[src/rtl/lzwd_pkg.sv]
// Shared constants and controller/datapath interface types for the LZW code decoder.
package lzwd_pkg;

  localparam int CODE_W    = 9;
  localparam int BYTE_W    = 8;
  localparam int CHUNK_W   = 64;
  localparam int COUNT_W   = 4;
  localparam int BYTE_MAX  = 255;
  localparam int ALPHABET  = BYTE_MAX + 1;
  localparam int FIRST_FREE = ALPHABET + 1;
  localparam int MAX_RESULTS = 64;

  localparam int TABLE_CODES_DEF     = 512;
  localparam int BYTES_PER_CHUNK_DEF = 8;

  localparam logic [CODE_W-1:0] CLEAR_CODE = '0;
  localparam logic STATUS_OK  = 1'b0;
  localparam logic STATUS_BAD = 1'b1;

  // Commands from the controller to the datapath
  typedef struct packed {
    logic clear;
    logic start_walk;
    logic walk_step;
    logic kwk;
    logic emit_init;
    logic emit_step;
    logic load_chunk;
    logic load_error;
  } dp_cmd_t;

  // Status from the datapath to the controller
  typedef struct packed {
    logic is_clear;
    logic is_known;
    logic is_kwk;
    logic walk_last;
    logic chunk_done;
    logic chunk_last;
    logic out_free;
  } dp_stat_t;

endpackage

[src/rtl/lzwd_ctrl.sv]
// Sequencing state machine of the LZW code decoder.
module lzwd_ctrl import lzwd_pkg::*; (
  input  logic     clk,
  input  logic     rst,
  input  logic     in_valid,
  output logic     in_ready,
  input  dp_stat_t stat,
  output dp_cmd_t  cmd
);

  typedef enum logic [1:0] {
    ST_IDLE,
    ST_WALK,
    ST_EMIT,
    ST_ERROR
  } state_t;

  state_t state;
  state_t state_next;

  always_comb begin
    cmd        = '0;
    state_next = state;
    case (state)
      ST_IDLE: begin
        if (in_valid && in_ready) begin
          if (stat.is_clear) begin
            cmd.clear = 1'b1;
          end else if (stat.is_known) begin
            cmd.start_walk = 1'b1;
            state_next     = ST_WALK;
          end else if (stat.is_kwk) begin
            cmd.kwk       = 1'b1;
            cmd.emit_init = 1'b1;
            state_next    = ST_EMIT;
          end else begin
            state_next = ST_ERROR;
          end
        end
      end
      ST_WALK: begin
        cmd.walk_step = 1'b1;
        if (stat.walk_last) begin
          cmd.emit_init = 1'b1;
          state_next    = ST_EMIT;
        end
      end
      ST_EMIT: begin
        cmd.emit_step = 1'b1;
        if (stat.chunk_done && stat.out_free) begin
          cmd.load_chunk = 1'b1;
          if (stat.chunk_last) begin
            state_next = ST_IDLE;
          end
        end
      end
      ST_ERROR: begin
        if (stat.out_free) begin
          cmd.load_error = 1'b1;
          state_next     = ST_IDLE;
        end
      end
      default: begin
        state_next = ST_IDLE;
      end
    endcase
  end

  always_ff @(posedge clk) begin
    if (rst) begin
      state    <= ST_IDLE;
      in_ready <= 1'b0;
    end else begin
      state    <= state_next;
      in_ready <= (state_next == ST_IDLE);
    end
  end

endmodule

[config.mk]
export PLATFORM = sky130hd
export DESIGN_NAME = lzwd_ctrl
export DESIGN_NICKNAME = d
export VERILOG_FILES = /design/src/rtl/lzwd_pkg.sv /design/src/rtl/lzwd_ctrl.sv
export SDC_FILE = /design/constraint.sdc
export NUM_CORES = 1
export LEC_CHECK = 0
export BUFFER_PORTS_ARGS = -buffer_cell sky130_fd_sc_hd__buf_4
export CAP_MARGIN = 40
export CORE_AREA = 4 4 41 43
export CTS_CLUSTER_SIZE = 16
export DETAILED_ROUTE_END_ITERATION = 10
export DIE_AREA = 0 0 45 47
export PLACE_DENSITY_LB_ADDON = 0.25
export SYNTH_ARGS = -nofsm -noshare
export SYNTH_HDL_FRONTEND = slang
export SYNTH_SLANG_ARGS = --single-unit
[constraint.sdc]
create_clock -name clk -period 1.6 [get_ports clk]
set_input_delay 0.08 -clock clk [delete_from_list [all_inputs] [get_ports clk]]
set_output_delay 0.08 -clock clk [all_outputs]
set_load 0.005 [all_outputs]
==> results.py, run 1 <==
metrics = {
    "yosys": {
        "synth_seq_cells": 3,
        "syn_avg_cell_area_sq_um": 7.47,
        "yosysWarningCount": 0,
        "netlist_area_sq_um": 224,
        "postSynthCellCount": 30,
        "synth_seq_area_share_pct": 26.8,
        "synth_fp_nets": 40,
        "synthDistinctLibCells": 19,
    },
    "pwr": {
        "power_report.internal_total_mw": 0.210,
        "power.density_cell_area_mw_per_mm2": 698,
        "pwr-share-clk_pct": 47.6,
        "sequential_power_share_pct": 31.4,
        "power.leakage_nw": 0.190,
        "power.share.combinational_pct": 20.9,
        "peakVddDrop_mv": 0.183,
        "power_switching_mw": 0.0651,
        "sw_frac_of_total_pct": 23.7,
    },
    "global_route": {
        "antenna_found_initial": 0,
        "grt_start_max_net_pins": 11,
        "grt_usage_pct": 7.26,
        "grt.overflow.total": 0,
        "grt_pass1_vias": 282,
        "grt_first_pass_wirelength_um": 1090,
    },
    "flow_run": {
        "max_cap_violations": 0,
    },
    "cells_and_area": {
        "n_antenna_cell": 0,
        "final_util_pct": 30.3,
        "finish.net_count": 62,
        "syn_to_final_growth_pct": 76.0,
        "postLayoutCellArea_sq_um": 394,
        "post_route_cells_drive_above_1_share_pct": 45.1,
        "n_fill_cell": 155,
    },
    "sta": {
        "tns_ps": 0,
        "layout_worst_path_cycle_share_pct": 94.3,
        "hold_slack_ps": 30.1,
        "final-max-slew-violation-count": 0,
        "final-hold-violation-count": 0,
        "finalCriticalPeriod_ps": 1510,
        "fmaxAchievable_mhz": 663,
        "grt_setup_unrepaired": "no",
        "timing.slew.headroom_pct": 83.5,
        "final-setup-viol-count": 0,
        "actual_transition_at_the_worst_max_transition_pin_ps": 244,
        "worst_clock_skew_ps": 1.37,
    },
    "critical_path": {
        "startpoint_type": "register",
        "worst-endpoint-required_ps": 1520,
        "worstPathArrival_ps": 1430,
        "timing.critical_path.slowest_stage_cell": "sky130_fd_sc_hd__or4_4",
        "path_cells": "or4_4 -> o21ai_1 -> buf_4",
        "reg_to_reg_setup_timing_slack_ps": 380,
        "critical-path-max-stage-delay_ps": 570,
        "critical_path.max_fanout": 10,
        "timing.critical_path.to_type": "output port",
        "cp_top_family": "simple AND/OR/NAND/NOR gates",
        "setup.worst_path.class": "reg -> out",
        "critical_path_buf_inv_count": 1,
    },
    "detailed_routing": {
        "antenna_left": 0,
        "post_drt_wl_per_cell_um": 9.85,
        "routed_wl_um": 650,
        "drt_first_pass_iters": 3,
        "viasPerCell": 4.48,
        "drc": 0,
        "num_vias": 296,
        "detail_route.iter0.violations": 7,
    },
    "clock_tree": {
        "clk_root_buffer_cell": "sky130_fd_sc_hd__clkbuf_4",
        "cts_num_sinks": 3,
        "ctsLongestPathBuffers": 2,
        "numCtsBuffers": 3,
        "clkLatencyLatePin_ps": 230,
        "ctsHtreeMaxLevel": 1,
        "cts_hold_buffers": 0,
        "tritoncts_clock_tree": "built",
        "worst_setup_hold_path_clk_slew_ps": 40,
    },
    "placed_design": {
        "placement_stage_cell_area_sq_um": 367,
        "gp_congestion": 0.709,
        "place_hpwl_um": 549,
        "place.port_buffers": 18,
    },
    "floorplanning": {
        "die_extent_in_y_um": 47,
        "pin_count": 19,
        "placementRows": 13,
        "dieArea_sq_mm": 0.00212,
        "design.core.area_sq_mm": 0.00130,
        "start_util_pct": 17.2,
        "chipWidth_um": 45,
    },
    "outcome": {
        "run_status": "completed",
    },
    "hold_path": {
        "hp-class": "in -> reg",
    },
}
[through the flow]
step,worst slack (ps),power (mW),instances
floorplan,377,0.111,30
global placement,293,0.146,62
detailed placement,296,0.146,62
CTS,49.6,0.278,66
global route,19.2,0.292,66
finish,91.4,0.275,66
[state kept, by name, indices dropped and copies added, names as in the netlist]
name and cells:
in_ready 1, state 2
[worst reg2reg max path: stages, from the launching register on]
cell,delay [ps]
sky130_fd_sc_hd__dfxtp_2,360
sky130_fd_sc_hd__or4_4,570
sky130_fd_sc_hd__and4_1,180
[power by group through the flow]
| stage | registers, mW | clock network, mW | logic (mW) |
|---|---|---|---|
| 5_1_grt | 0.0873 | 0.140 | 0.0650 |
| 3_5_place_dp | 0.0874 | 0 | 0.0586 |
| 2_1_floorplan | 0.0851 | 0 | 0.0255 |
| 4_1_cts | 0.0862 | 0.133 | 0.0586 |
| 6_report | 0.0865 | 0.131 | 0.0576 |
| 3_3_place_gp | 0.0875 | 0 | 0.0587 |
[synth_stat cells, drive strengths merged]
master,instances,share of area [%]
buf,1,5.0
nor2b,2,5.6
nor2,3,5.0
a21oi,1,2.2
a31oi,2,5.6
or4,1,5.0
nor3b,1,3.4
dfxtp,3,27
and3,1,2.8
inv,2,3.4
nand3,1,2.2
or4b,1,4.5
o21ai,2,4.5
nor4b,1,3.9
nand2b,3,8.4
o22ai,1,2.8
nand2,3,5.0
and4,1,3.9
[kinds of logic after synthesis]
group / after synthesis / synth area share, %
buffers and inverters: 3 / 8.38
AND/OR/NAND/NOR: 18 / 49.7
AO/OA/AOI/OAI: 6 / 15.1
flip-flops: 3 / 26.8
[path summary, 6_finish.rpt]
path              startpoint       end  depth (start not counted)
hold / removal           rst  state[1]                          2
setup / recovery    state[0]    cmd[3]                          3
hold reg to reg     state[0]  state[0]                          2
setup reg to reg    state[0]  in_ready                          2
[area by class of cell]
| type | count | area, sq um | area share, % |
|---|---|---|---|
| Multi-Input combinational cell | 24 | 145 | 36.8 |
| Timing Repair Buffer | 18 | 135 | 34.3 |
| Sequential cell | 3 | 61.3 | 15.6 |
| Clock buffer | 4 | 26.3 | 6.67 |
| Tap cell | 15 | 18.8 | 4.76 |
| Inverter | 2 | 7.51 | 1.90 |
[layout by cell type (no fill, tap or decap)]
master and n:
sky130_fd_sc_hd__inv_1 2, sky130_fd_sc_hd__dfxtp_1 2, sky130_fd_sc_hd__nand2_1 3, sky130_fd_sc_hd__or4_4 1
sky130_fd_sc_hd__clkbuf_4 3, sky130_fd_sc_hd__o21ai_0 1, sky130_fd_sc_hd__nand3_1 1, sky130_fd_sc_hd__clkbuf_1 1
sky130_fd_sc_hd__nor2b_1 2, sky130_fd_sc_hd__a31oi_1 2, sky130_fd_sc_hd__nor4b_1 1, sky130_fd_sc_hd__nor2_1 3
sky130_fd_sc_hd__and3_1 1, sky130_fd_sc_hd__o21ai_1 1, sky130_fd_sc_hd__or4b_1 1, sky130_fd_sc_hd__a21oi_1 1
sky130_fd_sc_hd__dfxtp_2 1, sky130_fd_sc_hd__and4_1 1, sky130_fd_sc_hd__nor3b_1 1, sky130_fd_sc_hd__nand2b_1 3
sky130_fd_sc_hd__buf_4 18, sky130_fd_sc_hd__o22ai_1 1
[timing repair]
item,in CTS,in global routing
resized for setup,0,1
buffers inserted,0,0
endpoints found under the setup margin,0,2
hold endpoints to repair,0,0
[per-layer routing]
metal | vias to the layer above | GRT usage, % | routed length (um)
met4 | 0 | 5.26 | 0
met2 | 8 | 12.1 | 362
met1 | 137 | 8.16 | 268
li1 | 151 | - | -
met5 | - | 0 | 0
met3 | 0 | 1.53 | 19
Note: power is estimated with default switching activity, not from simulation.
==> run 2: changes to the inputs <==
--- a/config.mk
+++ b/config.mk
@@ -5,13 +5,14 @@
 export SDC_FILE = /design/constraint.sdc
 export NUM_CORES = 1
 export LEC_CHECK = 0
+export ABC_AREA = 1
 export BUFFER_PORTS_ARGS = -buffer_cell sky130_fd_sc_hd__buf_4
 export CAP_MARGIN = 40
 export CORE_AREA = 4 4 41 43
 export CTS_CLUSTER_SIZE = 16
 export DETAILED_ROUTE_END_ITERATION = 10
 export DIE_AREA = 0 0 45 47
-export PLACE_DENSITY_LB_ADDON = 0.25
+export PLACE_DENSITY_LB_ADDON = 0.2
 export SYNTH_ARGS = -nofsm -noshare
 export SYNTH_HDL_FRONTEND = slang
 export SYNTH_SLANG_ARGS = --single-unit
==> run 2 against run 1 <==
Effect of this change: sequential share of layout area fell by 0.65 points; critical path depth is 1 higher; clock-buffer cell count unchanged; setup slack gained 260 ps; sequential cell count unchanged; clock power is essentially flat; die area is the same; cell count rose by 15%; sequential power shrank 1%; critical endpoint unchanged; highest routed layer unchanged.
==> results.py, run 2 <==
metrics = {
    "critical_path": {
        "worst-endpoint-required_ps": 1520,
        "timing.critical_path.to_type": "output port",
        "critical_path.max_fanout": 6,
        "worst_setup_path_startpoint": "state[0]",
        "r2r-end": "in_ready",
        "worstPathArrival_ps": 1160,
        "crit-reg2reg-launch": "state[0]",
        "reg2regPathDepth": 5,
        "setup.worst_path.class": "reg -> out",
        "startpoint_type": "register",
        "reg_to_reg_setup_timing_slack_ps": 670,
    },
    "pwr": {
        "totalPowerFinal_mw": 0.287,
        "power.density_cell_area_mw_per_mm2": 712,
        "peakVddDrop_mv": 0.307,
        "power.leakage_nw": 0.232,
    },
    "cells_and_area": {
        "largest_reg_flops": 2,
        "syn_to_final_growth_pct": 80.9,
        "layout_commonest_cell": "sky130_fd_sc_hd__buf_4",
        "n_antenna_cell": 0,
        "max_flop_register": "state",
        "post_route_cells_drive_above_1_share_pct": 39.3,
        "finish.net_count": 72,
        "most-common-layout-cells": "sky130_fd_sc_hd__buf_4, sky130_fd_sc_hd__inv_1, sky130_fd_sc_hd__nand2_1, sky130_fd_sc_hd__nand3_1",
        "seqCellArea_sq_um": 60.1,
        "n_fill_cell": 162,
        "largestRegisters": "state: 2 flops, in_ready: 1 flops",
        "multiInputGateArea_sq_um": 125,
        "final_util_pct": 31.0,
        "postLayoutCellArea_sq_um": 403,
        "stdcell_count": 76,
    },
    "sta": {
        "final-max-slew-violation-count": 0,
        "final-hold-violation-count": 0,
        "grt_setup_unrepaired": "no",
        "finalWorstSetupSlack_ps": 356,
        "tns_ps": 0,
        "layout_worst_path_cycle_share_pct": 77.7,
        "actual_transition_at_the_worst_max_transition_pin_ps": 199,
        "fmaxAchievable_mhz": 804,
        "worst_clock_skew_ps": 2.38,
        "finalCriticalPeriod_ps": 1240,
        "timing.slew.headroom_pct": 86.7,
        "final-setup-viol-count": 0,
        "hold_slack_ps": 19.4,
    },
    "yosys": {
        "synth_largest_area_cell": "sky130_fd_sc_hd__dfxtp_1",
        "synth_enable_flop_cells": 0,
        "synth.area.top_cells": "sky130_fd_sc_hd__dfxtp_1, sky130_fd_sc_hd__inv_1, sky130_fd_sc_hd__nand3_1, sky130_fd_sc_hd__nand2_1, sky130_fd_sc_hd__nand4_1",
        "synthDistinctLibCells": 12,
        "netlist_top_cells_count": "sky130_fd_sc_hd__inv_1, sky130_fd_sc_hd__nand2_1, sky130_fd_sc_hd__nand3_1, sky130_fd_sc_hd__dfxtp_1, sky130_fd_sc_hd__nor2_1",
        "syn_avg_cell_area_sq_um": 5.71,
        "yosys.area.top_type_share_pct": 27.0,
        "postSynthCellCount": 39,
        "yosysWarningCount": 0,
        "post-synth-top-count-cell": "sky130_fd_sc_hd__inv_1",
        "synth_seq_area_share_pct": 27.0,
        "synth_ff_type": "sky130_fd_sc_hd__dfxtp_1",
        "netlist_area_sq_um": 223,
        "synth_fp_nets": 49,
        "synth_seq_cells": 3,
        "synthArstFlopShare_pct": 0,
    },
    "clock_tree": {
        "clk_root_buffer_cell": "sky130_fd_sc_hd__clkbuf_4",
        "cts_hold_buffers": 0,
        "ctsLongestPathBuffers": 2,
        "cts_num_sinks": 3,
        "tritoncts_clock_tree": "built",
        "worst_setup_hold_path_clk_slew_ps": 40,
        "clkLatencyLatePin_ps": 230,
        "post-cts-setup-buffer-count": 0,
        "ctsHtreeMaxLevel": 1,
        "numCtsBuffers": 3,
        "post_cts.resized_instances": 0,
    },
    "detailed_routing": {
        "drc": 0,
        "routed_wl_um": 647,
        "viasPerCell": 4.04,
        "drt_first_pass_iters": 4,
        "antenna_left": 0,
        "post_drt_wl_per_cell_um": 8.51,
        "num_vias": 307,
        "detail_route.iter0.violations": 1,
    },
    "floorplanning": {
        "die_extent_in_y_um": 47,
        "start_util_pct": 17.1,
        "pin_count": 19,
        "chipWidth_um": 45,
        "design.core.area_sq_mm": 0.00130,
        "placementRows": 13,
        "dieArea_sq_mm": 0.00212,
    },
    "global_route": {
        "antenna_found_initial": 0,
        "grt_usage_pct": 6.87,
        "grt_start_max_net_pins": 7,
        "grt_first_pass_wirelength_um": 1010,
        "grt.overflow.total": 0,
        "grt_pass1_vias": 267,
    },
    "hold_path": {
        "worst_hold_path.endpoint": "state[0]",
        "hp-class": "in -> reg",
        "min_path_cells": 2,
        "min-delay-start": "rst",
    },
    "placed_design": {
        "place_hpwl_um": 543,
        "dp_slack_ps": 598,
        "gp_congestion": 0.679,
        "place.port_buffers": 18,
        "number_of_instances_in_the_placed_design": 72,
        "placement_stage_cell_area_sq_um": 377,
    },
    "flow_run": {
        "max_cap_violations": 0,
    },
    "outcome": {
        "run_status": "completed",
    },
}
[run 2: changes by cell type after synthesis, sizes merged, moves of 2 or more]
cell | before | now
nor2b | 2 | 0
nand2b | 3 | 0
nor2 | 3 | 5
inv | 2 | 10
nand4 | 0 | 2
a31oi | 2 | 0
nand2 | 3 | 6
nor3 | 0 | 2
nand3 | 1 | 6
[run 2: worst max-delay path, stage by stage, from the launching register on]
cell and delay (ps):
sky130_fd_sc_hd__dfxtp_1 350, sky130_fd_sc_hd__nor2_2 180, sky130_fd_sc_hd__nand3_1 140, sky130_fd_sc_hd__o21ai_1 140
sky130_fd_sc_hd__buf_4 120
[run 2: worst max path at each step]
stage	endpoint	slack, ps
after CTS	cmd[3]	340
after floorplan	in_ready	740
after global routing	cmd[3]	270
after detailed placement	cmd[3]	600
after global placement	cmd[3]	630
final	cmd[3]	360
[run 2: per-layer routing]
metal | GRT usage, % | share of wire, %
met1 | 7.71 | 45
met2 | 9.32 | 39
met3 | 5.36 | 16
met4 | 3.51 | 0
met5 | 0 | 0
[run 2: report_power, final]
| part | switching [mW] | internal, mW | leakage (nW) |
|---|---|---|---|
| Sequential | 0.00458 | 0.0810 | 0.0247 |
| Clock | 0.0404 | 0.0936 | 0.0150 |
| Combinational | 0.0311 | 0.0362 | 0.193 |
[run 2: logic make-up (layout without fill, tap and decap cells)]
kind of cell | count (synthesis) | count (layout) | synth area share [%]
and+or+nand+nor | 22 | 22 | 47.2
buffers and inverters | 10 | 32 | 16.9
AOI/OAI and AO/OA | 4 | 4 | 8.99
DFF | 3 | 3 | 27.0
[run 2: cell type report]
type | count | area share (%)
Timing Repair Buffer | 18 | 33.5
Inverter | 10 | 9.32
Clock buffer | 4 | 6.52
Multi-Input combinational cell | 26 | 31.1
Sequential cell | 3 | 14.9
Tap cell | 15 | 4.66
